`config.mk`:
```
export PLATFORM = sky130hd
export DESIGN_NAME = detector_pixel_block_mapper_core
export DESIGN_NICKNAME = d
export VERILOG_FILES = /design/src/hdl/dpbm_pkg.sv /design/src/hdl/dpbm_div.sv /design/src/hdl/dpbm_srch.sv /design/src/hdl/detector_pixel_block_mapper_core.sv
export SDC_FILE = /design/constraint.sdc
export NUM_CORES = 1
export LEC_CHECK = 0
export ABC_AREA = 1
export BUFFER_PORTS_ARGS = -buffer_cell sky130_fd_sc_hd__buf_2
export CAP_MARGIN = 5
export CORE_MARGIN = 4
export CORE_UTILIZATION = 55
export CTS_CLUSTER_SIZE = 14
export DETAILED_ROUTE_END_ITERATION = 12
export PLACE_DENSITY = 0.72
export SETUP_SLACK_MARGIN = 0.4
export SLEW_MARGIN = 20
export SYNTH_ARGS = -nofsm -noshare
export SYNTH_HDL_FRONTEND = slang
export SYNTH_SLANG_ARGS = --single-unit
```
`constraint.sdc`:
```
create_clock -name clk -period 4.75 [get_ports clk]
set_input_delay 0.95 -clock clk [delete_from_list [all_inputs] [get_ports clk]]
set_output_delay 0.95 -clock clk [all_outputs]
set_load 0.03 [all_outputs]
```
`src/hdl/dpbm_pkg.sv`:
```
// Shared types, constants and helper functions of the detector pixel block mapper.
`timescale 1ns / 1ps
`default_nettype none
package dpbm_pkg;

	localparam int MAX_BLOCKS = 16;
	localparam int MAX_SIDE   = 16;

	localparam int PIX_W  = 12;                  // global pixel index
	localparam int CFG_W  = 5;                   // configuration register
	localparam int CIDX_W = 2;                   // configuration register index
	localparam int NIB_W  = 4;                   // block row/col, local row/col
	localparam int SEQ_W  = $clog2(MAX_BLOCKS);  // table entry index
	localparam int ENT_W  = 2 * NIB_W;           // table entry: row, col
	localparam int SPAN_W = 9;                   // pixels per block row line, up to 256
	localparam int REM_W  = SPAN_W - 1;          // remainder of a division by span
	localparam int CNT_W  = $clog2(PIX_W);       // division step counter
	localparam int GAIN_W = 3;

	localparam logic [CIDX_W-1:0] CFG_PIXELS_PER_SIDE = 2'd0;
	localparam logic [CIDX_W-1:0] CFG_BLOCKS_PER_ROW  = 2'd1;
	localparam logic [CIDX_W-1:0] CFG_TABLE_ENTRIES   = 2'd2;

	localparam logic [CFG_W-1:0] RST_PIXELS_PER_SIDE = 5'd8;
	localparam logic [CFG_W-1:0] RST_BLOCKS_PER_ROW  = 5'd1;
	localparam logic [CFG_W-1:0] RST_TABLE_ENTRIES   = 5'd1;

	localparam logic REQ_MAP   = 1'b0;
	localparam logic REQ_WRITE = 1'b1;

	localparam logic [GAIN_W-1:0] GAIN_CENTER = 3'd0;
	localparam logic [GAIN_W-1:0] GAIN_INNER  = 3'd1;
	localparam logic [GAIN_W-1:0] GAIN_OUTER  = 3'd2;
	localparam logic [GAIN_W-1:0] GAIN_BESIDE = 3'd3;
	localparam logic [GAIN_W-1:0] GAIN_CORNER = 3'd4;

	typedef enum logic [2:0] {
		ST_IDLE,
		ST_SPAN,
		ST_ROW,
		ST_COL,
		ST_SEARCH,
		ST_FINISH
	} dpbm_state_t;

	typedef struct packed {
		logic              done;
		logic [PIX_W-1:0]  quot;
		logic [REM_W-1:0]  rem;
	} div_res_t;

	typedef struct packed {
		logic              done;
		logic              found;
		logic [SEQ_W-1:0]  seq;
	} srch_res_t;

	// Clamp a register value to 1..hi.
	function automatic logic [CFG_W-1:0] clamp_cfg(input logic [CFG_W-1:0] v,
		input logic [CFG_W-1:0] hi);
		logic [CFG_W-1:0] r;
		begin
			r = v;
			if (v == '0) begin
				r = CFG_W'(1);
			end else if (v > hi) begin
				r = hi;
			end
			return r;
		end
	endfunction

	// Gain group of a pixel at local (r, c) in a block of side n.
	function automatic logic [GAIN_W-1:0] gain_of(input logic [NIB_W-1:0] r,
		input logic [NIB_W-1:0] c, input logic [CFG_W-1:0] n);
		logic signed [6:0] ri, ci, ni;
		logic r_mid, c_mid, r_wide, c_wide, r_edge, c_edge, r_one, c_one;
		logic [GAIN_W-1:0] g;
		begin
			ri = signed'({3'b000, r});
			ci = signed'({3'b000, c});
			ni = signed'({2'b00, n});
			r_mid  = (ri > 7'sd1) && (ri < ni - 7'sd2);
			c_mid  = (ci > 7'sd1) && (ci < ni - 7'sd2);
			r_wide = (ri > 7'sd1) && (ri < ni - 7'sd1);
			c_wide = (ci > 7'sd1) && (ci < ni - 7'sd1);
			r_edge = (ri == 7'sd0) || (ri == ni - 7'sd1);
			c_edge = (ci == 7'sd0) || (ci == ni - 7'sd1);
			r_one  = (ri == 7'sd1) || (ri == ni - 7'sd2);
			c_one  = (ci == 7'sd1) || (ci == ni - 7'sd2);
			if (r_mid && c_mid) begin
				g = GAIN_CENTER;
			end else if ((c_one && r_mid) || (r_one && c_mid)) begin
				g = GAIN_INNER;
			end else if ((c_edge && r_wide) || (r_edge && c_wide)) begin
				g = GAIN_OUTER;
			end else if (c_edge && r_edge) begin
				g = GAIN_CORNER;
			end else begin
				g = GAIN_BESIDE;
			end
			return g;
		end
	endfunction

	// True when two block coordinates differ by at most one (no wrap at the top).
	function automatic logic within_one(input logic [PIX_W-1:0] a,
		input logic [PIX_W-1:0] b);
		begin
			return (a == b)
				|| ({1'b0, a} == {1'b0, b} + (PIX_W+1)'(1))
				|| ({1'b0, b} == {1'b0, a} + (PIX_W+1)'(1));
		end
	endfunction

endpackage
`default_nettype wire

```
`src/hdl/dpbm_div.sv`:
```
// Bit-serial restoring divider: one quotient bit per cycle.
`timescale 1ns / 1ps
`default_nettype none
module dpbm_div
	import dpbm_pkg::*;
(
	input  wire logic              clk,
	input  wire logic              arst_n,
	input  wire logic              start,
	input  wire logic [PIX_W-1:0]  dividend,
	input  wire logic [SPAN_W-1:0] divisor,
	output div_res_t               res
);

	logic              busy_q;
	logic              done_q;
	logic [CNT_W-1:0]  cnt_q;
	logic [PIX_W-1:0]  dvd_q;   // dividend bits out on top, quotient bits in at bottom
	logic [REM_W-1:0]  rem_q;
	logic [SPAN_W-1:0] dsr_q;

	logic [SPAN_W-1:0] trial;
	logic [SPAN_W-1:0] diff;
	logic              take;

	assign trial = {rem_q, dvd_q[PIX_W-1]};
	assign take  = (trial >= dsr_q);
	assign diff  = trial - dsr_q;

	always_ff @(posedge clk or negedge arst_n) begin
		if (!arst_n) begin
			busy_q <= 1'b0;
			done_q <= 1'b0;
			cnt_q  <= '0;
		end else begin
			done_q <= 1'b0;
			if (start) begin
				busy_q <= 1'b1;
				cnt_q  <= '0;
			end else if (busy_q) begin
				cnt_q <= cnt_q + CNT_W'(1);
				if (cnt_q == CNT_W'(PIX_W - 1)) begin
					busy_q <= 1'b0;
					done_q <= 1'b1;
				end
			end
		end
	end

	always_ff @(posedge clk) begin
		if (start) begin
			dvd_q <= dividend;
			rem_q <= '0;
			dsr_q <= divisor;
		end else if (busy_q) begin
			dvd_q <= {dvd_q[PIX_W-2:0], take};
			rem_q <= take ? diff[REM_W-1:0] : trial[REM_W-1:0];
		end
	end

	assign res.done = done_q;
	assign res.quot = dvd_q;
	assign res.rem  = rem_q;

endmodule
`default_nettype wire

```
`src/hdl/dpbm_srch.sv`:
```
// Block table storage and serial first-match search, one entry per cycle.
`timescale 1ns / 1ps
`default_nettype none
module dpbm_srch
	import dpbm_pkg::*;
(
	input  wire logic              clk,
	input  wire logic              arst_n,
	input  wire logic              wr_en,
	input  wire logic [SEQ_W-1:0]  wr_index,
	input  wire logic [NIB_W-1:0]  wr_row,
	input  wire logic [NIB_W-1:0]  wr_col,
	input  wire logic              start,
	input  wire logic [PIX_W-1:0]  brow,
	input  wire logic [NIB_W-1:0]  bcol,
	input  wire logic [CFG_W-1:0]  nent,
	output srch_res_t              res
);

	logic [ENT_W-1:0] table_q [MAX_BLOCKS];
	logic             busy_q;
	logic             done_q;
	logic             found_q;
	logic [SEQ_W-1:0] idx_q;
	logic [SEQ_W-1:0] seq_q;

	logic [ENT_W-1:0] entry;
	logic             hit;
	logic             last;

	assign entry = table_q[idx_q];
	// A block row beyond the nibble range matches no entry.
	assign hit   = (brow[PIX_W-1:NIB_W] == '0) && (entry[ENT_W-1:NIB_W] == brow[NIB_W-1:0])
		&& (entry[NIB_W-1:0] == bcol);
	assign last  = ({1'b0, idx_q} == nent - CFG_W'(1));

	always_ff @(posedge clk or negedge arst_n) begin
		if (!arst_n) begin
			for (int i = 0; i < MAX_BLOCKS; i++) begin
				table_q[i] <= '0;
			end
		end else if (wr_en) begin
			table_q[wr_index] <= {wr_row, wr_col};
		end
	end

	always_ff @(posedge clk or negedge arst_n) begin
		if (!arst_n) begin
			busy_q <= 1'b0;
			done_q <= 1'b0;
			idx_q  <= '0;
		end else begin
			done_q <= 1'b0;
			if (start) begin
				busy_q <= 1'b1;
				idx_q  <= '0;
			end else if (busy_q) begin
				if (hit || last) begin
					busy_q <= 1'b0;
					done_q <= 1'b1;
				end else begin
					idx_q <= idx_q + SEQ_W'(1);
				end
			end
		end
	end

	always_ff @(posedge clk) begin
		if (busy_q && (hit || last)) begin
			found_q <= hit;
			seq_q   <= hit ? idx_q : '0;
		end
	end

	assign res.done  = done_q;
	assign res.found = found_q;
	assign res.seq   = seq_q;

endmodule
`default_nettype wire

```
`src/hdl/detector_pixel_block_mapper_core.sv`:
```
// Top level of the detector pixel block mapper: sequencer, configuration and result register.
`timescale 1ns / 1ps
`default_nettype none
// A map beat (req_type 0) splits pixel_a and pixel_b into block and local coordinates with two
// bit-serial dividers that run side by side and make three passes (pixel by pixels per block
// row, row by side, column by side), each giving 12 quotient bits and then handing the result
// on. The block table is then searched one entry per cycle, up to table_entries entries, and
// then the search ends and the result is loaded into the output register once that is free.
// The time until out_valid rises after a map beat is accepted is set by the divider passes
// and the serial table search. A write beat (req_type 1) stores one table entry, and its
// all-zero result is loaded from ST_FINISH once the output register is free. One beat is
// worked on at a time; in_stall is high from acceptance until the result enters the output
// register, which holds it for the downstream side so the next beat can be taken while it
// waits. The table reads as row 0, column 0 in every entry after reset.
// Configuration writes are taken at any time but belong only to idle periods.
module detector_pixel_block_mapper_core
	import dpbm_pkg::*;
(
	input  wire logic              clk,
	input  wire logic              arst_n,
	// configuration
	input  wire logic              cfg_wr_en,
	input  wire logic [CIDX_W-1:0] cfg_index,
	input  wire logic [CFG_W-1:0]  cfg_data,
	// request channel
	input  wire logic              in_valid,
	output logic                   in_stall,
	input  wire logic              req_type,
	input  wire logic [PIX_W-1:0]  pixel_a,
	input  wire logic [PIX_W-1:0]  pixel_b,
	input  wire logic [SEQ_W-1:0]  entry_index,
	input  wire logic [NIB_W-1:0]  entry_row,
	input  wire logic [NIB_W-1:0]  entry_col,
	// result channel
	output logic                   out_valid,
	input  wire logic              out_stall,
	output logic                   block_found,
	output logic [SEQ_W-1:0]       block_seq,
	output logic [NIB_W-1:0]       local_row,
	output logic [NIB_W-1:0]       local_col,
	output logic [GAIN_W-1:0]      gain_group,
	output logic                   near_block
);

	// configuration registers
	logic [CFG_W-1:0] pps_q, bpr_q, nent_q;
	logic [CFG_W-1:0] side, bpr, nent;
	logic [SPAN_W-1:0] span;

	always_ff @(posedge clk or negedge arst_n) begin
		if (!arst_n) begin
			pps_q  <= RST_PIXELS_PER_SIDE;
			bpr_q  <= RST_BLOCKS_PER_ROW;
			nent_q <= RST_TABLE_ENTRIES;
		end else if (cfg_wr_en) begin
			case (cfg_index)
				CFG_PIXELS_PER_SIDE: pps_q  <= cfg_data;
				CFG_BLOCKS_PER_ROW:  bpr_q  <= cfg_data;
				CFG_TABLE_ENTRIES:   nent_q <= cfg_data;
				default: ;  // index beyond the list: drop
			endcase
		end
	end

	// clamp to the usable range; span is at most 16 x 16
	assign side = clamp_cfg(pps_q, CFG_W'(MAX_SIDE < 16 ? MAX_SIDE : 16));
	assign bpr  = clamp_cfg(bpr_q, CFG_W'(16));
	assign nent = clamp_cfg(nent_q, CFG_W'(MAX_BLOCKS < 16 ? MAX_BLOCKS : 16));
	assign span = SPAN_W'(side) * SPAN_W'(bpr);

	// sequencer
	dpbm_state_t state_q, state_nx;
	logic        in_acc;
	logic        out_load;
	div_res_t    div_a, div_b;
	srch_res_t   srch;

	assign in_acc   = in_valid && !in_stall;
	assign out_load = !out_valid || !out_stall;

	always_ff @(posedge clk or negedge arst_n) begin
		if (!arst_n) begin
			state_q <= ST_IDLE;
		end else begin
			state_q <= state_nx;
		end
	end

	always_comb begin
		state_nx = state_q;
		case (state_q)
			ST_IDLE: begin
				if (in_acc) begin
					state_nx = (req_type == REQ_WRITE) ? ST_FINISH : ST_SPAN;
				end
			end
			ST_SPAN:   if (div_a.done) state_nx = ST_ROW;
			ST_ROW:    if (div_a.done) state_nx = ST_COL;
			ST_COL:    if (div_a.done) state_nx = ST_SEARCH;
			ST_SEARCH: if (srch.done)  state_nx = ST_FINISH;
			ST_FINISH: if (out_load)   state_nx = ST_IDLE;
			default:   state_nx = ST_IDLE;
		endcase
	end

	// per-state controls
	logic              div_start;
	logic              srch_start;
	logic              tbl_wr;
	logic [PIX_W-1:0]  dvd_a, dvd_b;
	logic [SPAN_W-1:0] dsr;
	logic [REM_W-1:0]  gcol_a_q, gcol_b_q;
	logic [PIX_W-1:0]  brow_a_q, brow_b_q;
	logic [NIB_W-1:0]  bcol_a_q, bcol_b_q;
	logic [NIB_W-1:0]  lrow_q, lcol_q;
	logic              wr_q;

	always_comb begin
		div_start  = 1'b0;
		srch_start = 1'b0;
		tbl_wr     = 1'b0;
		in_stall   = 1'b1;
		dvd_a      = pixel_a;
		dvd_b      = pixel_b;
		dsr        = {{(SPAN_W-CFG_W){1'b0}}, side};
		case (state_q)
			ST_IDLE: begin
				in_stall  = 1'b0;
				dsr       = span;
				div_start = in_acc && (req_type == REQ_MAP);
				tbl_wr    = in_acc && (req_type == REQ_WRITE);
			end
			ST_SPAN: begin
				// global row goes straight on to the row pass
				dvd_a     = div_a.quot;
				dvd_b     = div_b.quot;
				div_start = div_a.done;
			end
			ST_ROW: begin
				dvd_a     = {{(PIX_W-REM_W){1'b0}}, gcol_a_q};
				dvd_b     = {{(PIX_W-REM_W){1'b0}}, gcol_b_q};
				div_start = div_a.done;
			end
			ST_COL: begin
				srch_start = div_a.done;
			end
			default: ;
		endcase
	end

	dpbm_div u_div_a (
		.clk      (clk),
		.arst_n   (arst_n),
		.start    (div_start),
		.dividend (dvd_a),
		.divisor  (dsr),
		.res      (div_a)
	);

	dpbm_div u_div_b (
		.clk      (clk),
		.arst_n   (arst_n),
		.start    (div_start),
		.dividend (dvd_b),
		.divisor  (dsr),
		.res      (div_b)
	);

	// capture each pass as it finishes
	always_ff @(posedge clk) begin
		if (in_acc) begin
			wr_q <= (req_type == REQ_WRITE);
		end
		if (state_q == ST_SPAN && div_a.done) begin
			gcol_a_q <= div_a.rem;
			gcol_b_q <= div_b.rem;
		end
		if (state_q == ST_ROW && div_a.done) begin
			brow_a_q <= div_a.quot;
			brow_b_q <= div_b.quot;
			lrow_q   <= div_a.rem[NIB_W-1:0];
		end
		if (state_q == ST_COL && div_a.done) begin
			bcol_a_q <= div_a.quot[NIB_W-1:0];
			bcol_b_q <= div_b.quot[NIB_W-1:0];
			lcol_q   <= div_a.rem[NIB_W-1:0];
		end
	end

	dpbm_srch u_srch (
		.clk      (clk),
		.arst_n   (arst_n),
		.wr_en    (tbl_wr),
		.wr_index (entry_index),
		.wr_row   (entry_row),
		.wr_col   (entry_col),
		.start    (srch_start),
		.brow     (brow_a_q),
		.bcol     (bcol_a_q),
		.nent     (nent),
		.res      (srch)
	);

	// output register: hold the beat until taken downstream
	logic load;
	assign load = (state_q == ST_FINISH) && out_load;

	always_ff @(posedge clk or negedge arst_n) begin
		if (!arst_n) begin
			out_valid <= 1'b0;
		end else if (load) begin
			out_valid <= 1'b1;
		end else if (!out_stall) begin
			out_valid <= 1'b0;
		end
	end

	always_ff @(posedge clk) begin
		if (load) begin
			if (wr_q) begin
				// write beat: every field zero
				block_found <= 1'b0;
				block_seq   <= '0;
				local_row   <= '0;
				local_col   <= '0;
				gain_group  <= GAIN_CENTER;
				near_block  <= 1'b0;
			end else begin
				block_found <= srch.found;
				block_seq   <= srch.seq;
				local_row   <= lrow_q;
				local_col   <= lcol_q;
				gain_group  <= gain_of(lrow_q, lcol_q, side);
				near_block  <= within_one(brow_a_q, brow_b_q)
					&& within_one({{(PIX_W-NIB_W){1'b0}}, bcol_a_q},
						{{(PIX_W-NIB_W){1'b0}}, bcol_b_q});
			end
		end
	end

endmodule
`default_nettype wire

```
==> results of run 1 <==
## critical path, cell delays in order, from the launching register on
cell and delay, ps:
dfrtp_1 430, clkinvlp_4 150, nand3_1 170, nand2_2 160
nand2_1 90, fa_1 520, fa_1 540, fa_1 550
inv_1 40, ha_1 260, inv_1 70, o31ai_2 220
inv_1 90, nor2_1 130, nor2_1 60, nor2_1 90
nor2_1 70, xor2_1 120, nor2_1 50
## cells in the mapped netlist (14+ instances only)
library cell and n:
nand2_1 505, o21ai_0 197, nor2_1 187, dfrtp_1 161, inv_1 158, nand3_1 135
edfxtp_1 112, ha_1 60, xor2_1 41, a21oi_1 38, clkbuf_1 35, xnor2_1 19
dfxtp_1 16, nand4_1 16, a31oi_1 15, buf_2 14
## cell families after synthesis
| family | count (synthesis) | share of synthesized area [%] |
|---|---|---|
| muxes | 1 | 0.0654 |
| and+or+nand+nor | 878 | 23.9 |
| DFF | 292 | 50.9 |
| adders and majority gates | 70 | 6.21 |
| xor gates and xnor gates | 60 | 3.43 |
| buffers and inverters | 223 | 5.80 |
| AOI/OAI and AO/OA | 279 | 9.73 |
## metal layers
layer / vias to the layer above / global-route usage (%) / wire, um
met1: 5909 / 32.2 / 15900
li1: 6065 / - / -
met4: 0 / 7.73 / 1140
met3: 75 / 3.07 / 1660
met2: 317 / 41.4 / 18000
met5: - / 0 / 0
## repair_timing
action                     CTS  global route
resized for setup            1             2
setup endpoints to repair    1             2
buffers inserted             0             6
pin swaps                    0             1
## per-stage QoR
step	hold WS, ps	area (um2)
floorplan	426	15300
global placement	440	16000
CTS	443	17100
finish	423	17100
detailed placement	444	16000
global route	465	17100
## registers in the layout (all words and copies together), names as in the netlist, 5 cells and up
name	flops
u_srch.table_q	128
brow_a_q	12
brow_b_q	12
u_div_a.dvd_q	12
u_div_b.dvd_q	12
u_div_a.dsr_q	9
gcol_a_q	8
gcol_b_q	8
u_div_a.rem_q	8
u_div_b.rem_q	8
bpr_q	5
nent_q	5
pps_q	5
## cells in the final DEF, fill, tap and decap left out, types with 13 or more instances in the layout
cell type,instances
buf_4,15
o21ai_0,197
nand3_1,135
dfrtp_1,160
buf_2,66
clkbuf_16,32
edfxtp_1,112
o211ai_1,13
xor2_1,41
xnor2_1,19
nor2_1,186
dfxtp_1,16
a31oi_1,15
ha_1,60
nand2_1,503
nand4_1,16
a21oi_1,37
inv_1,157
## area by class of cell
class,instances,area (um2),area share [%]
multi-input cells,1288,6650,38.8
well taps,372,465,2.72
repair buffers,83,474,2.77
clock buffers,41,895,5.22
inverters,167,631,3.68
clock inverters,15,228,1.33
flip-flops and latches,292,7790,45.5
## where the power goes
part,leakage [nW],internal (mW),total [mW],switching [mW]
Sequential,3.35,3.45,3.91,0.458
Clock,0.559,1.64,2.62,0.983
Combinational,4.02,1.03,2.87,1.84
Total,7.93,6.12,9.40,3.28
## final timing paths
check / start / endpoint / slack (ps) / cells after the start
max: pps_q[4] / u_div_a.dsr_q[8] / 680 / 18
min: arst_n / u_srch.table_q[92] / 420 / 1
max reg2reg: pps_q[4] / u_div_a.dsr_q[8] / 680 / 18
min reg2reg: u_div_a.dvd_q[8] / brow_a_q[8] / 450 / 0
max in group asynchronous: arst_n / u_srch.table_q[41] / 3410 / 2
min in group clk: u_div_a.dvd_q[8] / brow_a_q[8] / 450 / 0
==> impl_metrics.json, run 1 <==
{
  "insertion_delay_ps": 550,
  "syn_avg_cell_area_um2": 8.49,
  "antenna_cells": 0,
  "vias": 12366,
  "hold_viol_final": 0,
  "finalSetupTns_ps": 0,
  "ios": 68,
  "fin_nets": 1981,
  "routed_wl_mm": 36.7,
  "cp_max_fo": 8,
  "drc": 0,
  "globalplace.congestion": 0.913,
  "vdd_drop_max_mv": 0.499,
  "netlist_area_mm2": 0.0153,
  "setup_violations": 0,
  "dp_slack_ps": 426,
  "synth_nets": 1922,
  "synthArstFlopShare_pct": 56.2,
  "synthTopCellsByArea": "dfrtp_1, edfxtp_1, nand2_1",
  "synthDistinctLibCells": 48,
  "fin_crit_sh_pct": 85.8,
  "seq_area_frac_synth_pct": 50.9,
  "cts-root-buf": "clkbuf_16",
  "grt_pass1_vias": 12135,
  "total_power_mw": 9.40,
  "die_h_um": 175,
  "placed_cells": 2196,
  "maxSlewHeadroom_pct": 27.7,
  "dieArea_mm2": 0.0306,
  "grt_pass1_wl_mm": 60.9,
  "dpl.hpwl_mm": 25.3,
  "synthFlopType": "dfrtp_1",
  "status": "complete, no violations",
  "tightest_slew_ps": 1080,
  "first_pass_iters": 5,
  "die_w_um": 175,
  "synth_cells": 1803,
  "ant_nets": 0,
  "synth_edf_count": 112,
  "cts_buffer_depth": 3,
  "ys_ff_latch": 292,
  "fillers": 2342,
  "drive_above_1_share_pct": 8.96,
  "initial_core_util_pct": 56.3,
  "cts_inserted_buffers": 30,
  "crit_path_start_kind": "flop",
  "cts.clk_slew.worst_paths_ps": 60,
  "max_freq_mhz": 245,
  "io_buffers": 67,
  "fin_crit_ps": 4070,
  "drv_cap": 0,
  "gr-usage-all-layers_pct": 24.1,
  "vias_per_cell": 5.48,
  "cp-end-kind": "flop",
  "cp.arrival_ps": 4370,
  "grt_max_degree": 88,
  "layout.cells.non_filler": 2258,
  "final.setup.worst_slack_ps": 675,
  "min-delay-path-class": "primary input to asynchronous set/reset pin",
  "drt_iter0_markers": 956,
  "grt_antenna_before_repair": 0,
  "power.density_mw_per_mm2": 548,
  "crit_type": "flop to flop",
  "leakagePower_nw": 7.93,
  "core.rowCount": 60,
  "critical_path_required_ps": 5040,
  "synthDominantCellAreaShare_pct": 26.3,
  "yosys.area.top_type": "dfrtp_1",
  "htreeDepth": 1,
  "rsz0062_at_grt": "false",
  "yosys_warnings": 0,
  "post_drt_wl_per_cell_um": 16.3,
  "grt_overflow": 0,
  "syn_to_final_growth_pct": 11.9,
  "clock_sinks": 292,
  "fin_util_pct": 63.1,
  "final_max_slew_viol_count": 0,
  "postCtsHoldBufs": 0,
  "tritoncts": "done",
  "core_mm2": 0.0272,
  "worst_clock_skew_ps": 17.8
}
(Power assumes the default switching activity.)
==> run 2, diff against run 1 <==
Settings changed: ABC_AREA 1 to default, SYNTH_HIERARCHICAL from default to 1.
==> impl_metrics.json, run 2 <==
{
  "clock_sinks": 301,
  "drive_above_1_share_pct": 23.7,
  "grt_pass1_vias": 11579,
  "cts.clk_slew.worst_paths_ps": 60,
  "vias_per_cell": 6.07,
  "power.density_mw_per_mm2": 531,
  "globalplace.congestion": 0.887,
  "slowest_stage": "fa_1",
  "dpl.hpwl_mm": 27.0,
  "final_common_cell": "mux2_2",
  "hold_viol_final": 0,
  "power_frac_comb_pct": 35.0,
  "finalSetupTns_ps": 0,
  "cp-end-kind": "flop",
  "gr-usage-met2_pct": 36.2,
  "htreeDepth": 1,
  "crit_path_start_kind": "flop",
  "power_switching_mw": 3.47,
  "setup_violations": 0,
  "use_met3_pct": 2.83,
  "dieArea_mm2": 0.0337,
  "drv_cap": 0,
  "cp.arrival_ps": 4410,
  "grt.met1_usage_pct": 32.9,
  "crit_type": "flop to flop",
  "stdcell_area_mm2": 0.0186,
  "cp_max_fo": 6,
  "drc": 0,
  "ios": 68,
  "yosys_warnings": 6,
  "first_pass_iters": 5,
  "fillers": 2410,
  "synth_cells": 1487,
  "die_h_um": 183,
  "core_mm2": 0.0300,
  "cp_top_family": "adder cells",
  "grt_pass1_wl_mm": 61.7,
  "tightest_slew_ps": 1090,
  "top_register": "u_srch/table_q",
  "vdd_drop_max_mv": 0.372,
  "cts-root-buf": "clkbuf_16",
  "io_buffers": 67,
  "rsz0062_at_grt": "false",
  "slowest_delay_ps": 550,
  "cts_buffer_depth": 3,
  "crit_path_frequent_cell": "fa_1",
  "leakagePower_nw": 7.80,
  "insertion_delay_ps": 560,
  "synth_nets": 1608,
  "routed_wl_mm": 38.1,
  "swShare_pct": 35.3,
  "die_w_um": 183,
  "cp_num_buf_inv": 1,
  "place_area_mm2": 0.0175,
  "worst_clock_skew_ps": 10.4,
  "worstPathCellList": "nor3_2 -> o21a_2 -> nand2_1 -> fa_1 -> fa_1 -> fa_1 -> inv_1 -> ha_1 -> nor2b_1 -> o21ai_0 -> nand2b_1 -> a21o_1 -> a21oi_1 -> xnor2_1 -> nor2_1",
  "tritoncts": "done",
  "max_freq_mhz": 243,
  "final_max_slew_viol_count": 0,
  "maxSlewHeadroom_pct": 27.2,
  "grt_max_degree": 102,
  "core.rowCount": 63,
  "ant_nets": 0,
  "grt_overflow": 0,
  "fin_crit_ps": 4110,
  "syn_to_final_growth_pct": 9.56,
  "vias": 11804,
  "grt_antenna_before_repair": 0,
  "antenna_cells": 0,
  "final_cell_mix": "mux2_2, dfrtp_1, nor2_1, edfxtp_1, a21oi_1",
  "min-delay-path-class": "flop to flop",
  "internal_power_mw": 6.38,
  "critical_path_required_ps": 5050,
  "fin_nets": 1651,
  "drt_iter0_markers": 999,
  "status": "complete, no violations",
  "cts_inserted_buffers": 31,
  "largest_reg_flops": 128,
  "clockPowerShare_pct": 24.3,
  "seqPwrFrac_pct": 40.8,
  "gr-usage-all-layers_pct": 22.4,
  "netlist_area_mm2": 0.0169,
  "syn_avg_cell_area_um2": 11.4,
  "busiest_layer": "met2",
  "fin_crit_sh_pct": 86.6,
  "post_drt_wl_per_cell_um": 19.6,
  "fin_util_pct": 61.8,
  "initial_core_util_pct": 56.4,
  "postCtsHoldBufs": 0
}
-- run 2: through the flow --
stage               worst slack [ps]  instances  hold slack (ps)  power (mW)
finish                           639       1944              483        9.85
global placement                 662       1887              476        7.32
global route                     401       1944              510        10.5
detailed placement               599       1887              473        7.46
CTS                              579       1944              486        9.88
floorplan                        776       1487              438        6.57
-- run 2: path summary, 6_finish.rpt --
path                                  endpoint  cells past startpoint               from  slack [ps]
max                           u_div_a/dsr_q[8]                     15           pps_q[1]         640
min                               brow_b_q[10]                      0  u_div_b/dvd_q[10]         480
max reg2reg                   u_div_a/dsr_q[8]                     15           pps_q[1]         640
min reg2reg                       brow_b_q[10]                      0  u_div_b/dvd_q[10]         480
max in group asynchronous   u_srch/table_q[27]                      2             arst_n        3160
min in group asynchronous  u_srch/table_q[104]                      1             arst_n         490
-- run 2: power groups by stage --
stage / clock (mW) / sequential [mW] / combinational, mW
5_1_grt: 2.55 / 4.09 / 3.84
3_5_place_dp: 0 / 4.06 / 3.40
6_report: 2.39 / 4.02 / 3.44
3_3_place_gp: 0 / 4.03 / 3.29
2_1_floorplan: 0 / 3.79 / 2.78
4_1_cts: 2.44 / 4.02 / 3.42
-- run 2: final cells by class --
| class | instances | area (um2) | area share [%] |
|---|---|---|---|
| Multi-Input combinational cell | 1063 | 8340 | 45.0 |
| Sequential cell | 301 | 8070 | 43.5 |
| Timing Repair Buffer | 84 | 469 | 2.53 |
| Tap cell | 390 | 488 | 2.63 |
| Clock inverter | 12 | 121 | 0.654 |
| Inverter | 49 | 186 | 1.00 |
| Clock buffer | 45 | 878 | 4.73 |
-- run 2: routing by layer --
layer  share of wire, %  vias up
li1                   -     5541
met3                5.3       61
met1                 46     5884
met4                2.0        0
met5                  0        -
met2                 47      318
-- run 2: timing repair --
action,4_1_cts,5_1_grt
resized for setup,0,3
setup buffers,0,0
setup endpoints to repair,0,2
-- run 2: worst register-to-register path: stages (launching register included) --
cell and delay, ps:
dfrtp_1 430, nor3_2 180, o21a_2 210, nand2_1 100
fa_1 530, fa_1 540, fa_1 550, inv_1 50
ha_1 320, nor2b_1 140, o21ai_0 140, nand2b_1 100
a21o_1 180, a21oi_1 170, xnor2_1 140, nor2_1 70
==> run 3, diff against run 2 <==
Clock period 4.75 ns to 5.1 ns, I/O delays scaled along.
==> impl_metrics.json, run 3 (same netlist as run 2, synthesis figures left out) <==
{
  "status": "complete, no violations",
  "fin_crit_ps": 4360,
  "cp_num_buf_inv": 3,
  "grt_antenna_before_repair": 0,
  "core_mm2": 0.0300,
  "io_buffers": 67,
  "ios": 68,
  "die_w_um": 183,
  "cp.arrival_ps": 4610,
  "globalplace.congestion": 0.878,
  "cp_max_fo": 10,
  "insertion_delay_ps": 520,
  "cp-startpoint": "pps_q[4]",
  "r2r_start": "pps_q[4]",
  "top_register": "u_srch/table_q",
  "cp_top_family": "adder cells",
  "fin_crit_sh_pct": 85.5,
  "maxSlewHeadroom_pct": 32.9,
  "crit_type": "flop to flop",
  "die_h_um": 183,
  "hold_viol_final": 0,
  "worst_clock_skew_ps": 24.6,
  "rsz0062_at_grt": "false",
  "post_drt_wl_per_cell_um": 19.3,
  "tritoncts": "done",
  "leakagePower_nw": 7.83,
  "worstRegToRegCells": 16,
  "cts_buffer_depth": 3,
  "final_cell_mix": "mux2_2, dfrtp_1, nor2_1, edfxtp_1, a21oi_1",
  "drt_iter0_markers": 886,
  "postCtsHoldBufs": 0,
  "cts-root-buf": "clkbuf_16",
  "drive_above_1_share_pct": 23.4,
  "max_freq_mhz": 229,
  "layout.cells.non_filler": 1943,
  "reg2reg_slack_ps": 740,
  "seq_area_mm2": 0.00807,
  "critical_path_required_ps": 5350,
  "cts_inserted_buffers": 34,
  "tightest_slew_ps": 1010,
  "multi_input_comb_area_mm2": 0.00834,
  "drv_cap": 0,
  "min-delay-path-class": "primary input to asynchronous set/reset pin",
  "first_pass_iters": 5,
  "power.density_mw_per_mm2": 497,
  "cts_resized": 0,
  "routed_wl_mm": 37.4,
  "vias": 11691,
  "vdd_drop_max_mv": 0.303,
  "cp-end-kind": "flop",
  "core.rowCount": 63,
  "htreeDepth": 2,
  "largest_reg_flops": 128,
  "worstPathCellList": "inv_2 -> nand2_1 -> inv_1 -> nand3_1 -> fa_1 -> fa_1 -> fa_1 -> inv_1 -> ha_1 -> nor2b_1 -> o21ai_0 -> nand2b_1 -> a21o_1 -> a21oi_1 -> xnor2_1 -> nor2_1",
  "final_common_cell": "mux2_2",
  "initial_core_util_pct": 56.4,
  "dieArea_mm2": 0.0337,
  "dpl.hpwl_mm": 26.6,
  "placed_cells": 1882,
  "drc": 0,
  "worst-path-stages": 16,
  "grt_pass1_wl_mm": 60.8,
  "grt_max_degree": 109,
  "slowest_delay_ps": 540,
  "antenna_cells": 0,
  "grt_overflow": 0,
  "ant_nets": 0,
  "final_max_slew_viol_count": 0,
  "crit_path_frequent_cell": "fa_1",
  "critical_path.endpoint": "u_div_b/dsr_q[8]",
  "slowest_stage": "fa_1",
  "post-cts-setup-buffers": 0,
  "fin_nets": 1650,
  "grt_pass1_vias": 11438,
  "finalSetupTns_ps": 0,
  "setup_violations": 0,
  "cts.clk_slew.worst_paths_ps": 60,
  "clock_sinks": 301,
  "gr-usage-all-layers_pct": 22.3,
  "r2r_end": "u_div_b/dsr_q[8]",
  "crit_path_start_kind": "flop",
  "timing.hold.ws_ps": 370,
  "fillers": 2379,
  "syn_to_final_growth_pct": 10.0,
  "vias_per_cell": 6.02
}
## run 3: cell count changes in the layout (fill, tap and decap cells not counted), sizes merged
cell | previous run | this run
clkbuf | 45 | 50
buf | 84 | 80
inv | 52 | 50
## run 3: metrics by stage
step           cell area, um2  total power, mW  worst slack [ps]  util [%]
4_1_cts                 18600             9.30               740      61.9
3_5_place_dp            17500             6.92               792      58.3
5_1_grt                 18600             9.86               451      62.0
2_1_floorplan           16900             6.12              1130         -
6_report                18600             9.27               741      62.0
3_3_place_gp            17500             6.81               856      58.3
## run 3: worst min-delay path by stage
stage,from,end,slack (ps),depth (start not counted)
floorplan,u_div_a/rem_q[7],gcol_a_q[7],440,0
global placement,u_div_b/dvd_q[10],brow_b_q[10],470,0
detailed placement,u_div_b/dvd_q[9],brow_b_q[9],480,0
CTS,u_div_b/dvd_q[9],brow_b_q[9],490,0
global route,arst_n,u_srch/table_q[53],380,1
finish,arst_n,u_srch/table_q[61],370,1
## run 3: cell type report
class | instances | share of cell area [%]
clock buffers | 50 | 5.16
inverters | 49 | 0.987
well taps | 390 | 2.62
flip-flops and latches | 301 | 43.3
clock inverters | 10 | 0.631
repair buffers | 80 | 2.53
multi-input cells | 1063 | 44.8
## run 3: routing by layer
layer,vias up,wire length (um),global-route usage (%)
met2,332,17600,35.9
met1,5768,17000,31.8
met5,-,0,0
met3,46,2100,3.68
li1,5545,-,-
met4,0,743,5.60
## run 3: report_power, final
group	switching, mW	total, mW	internal [mW]
clock network	0.931	2.34	1.41
logic	1.75	3.18	1.43
registers	0.534	3.74	3.21
total	3.22	9.27	6.05
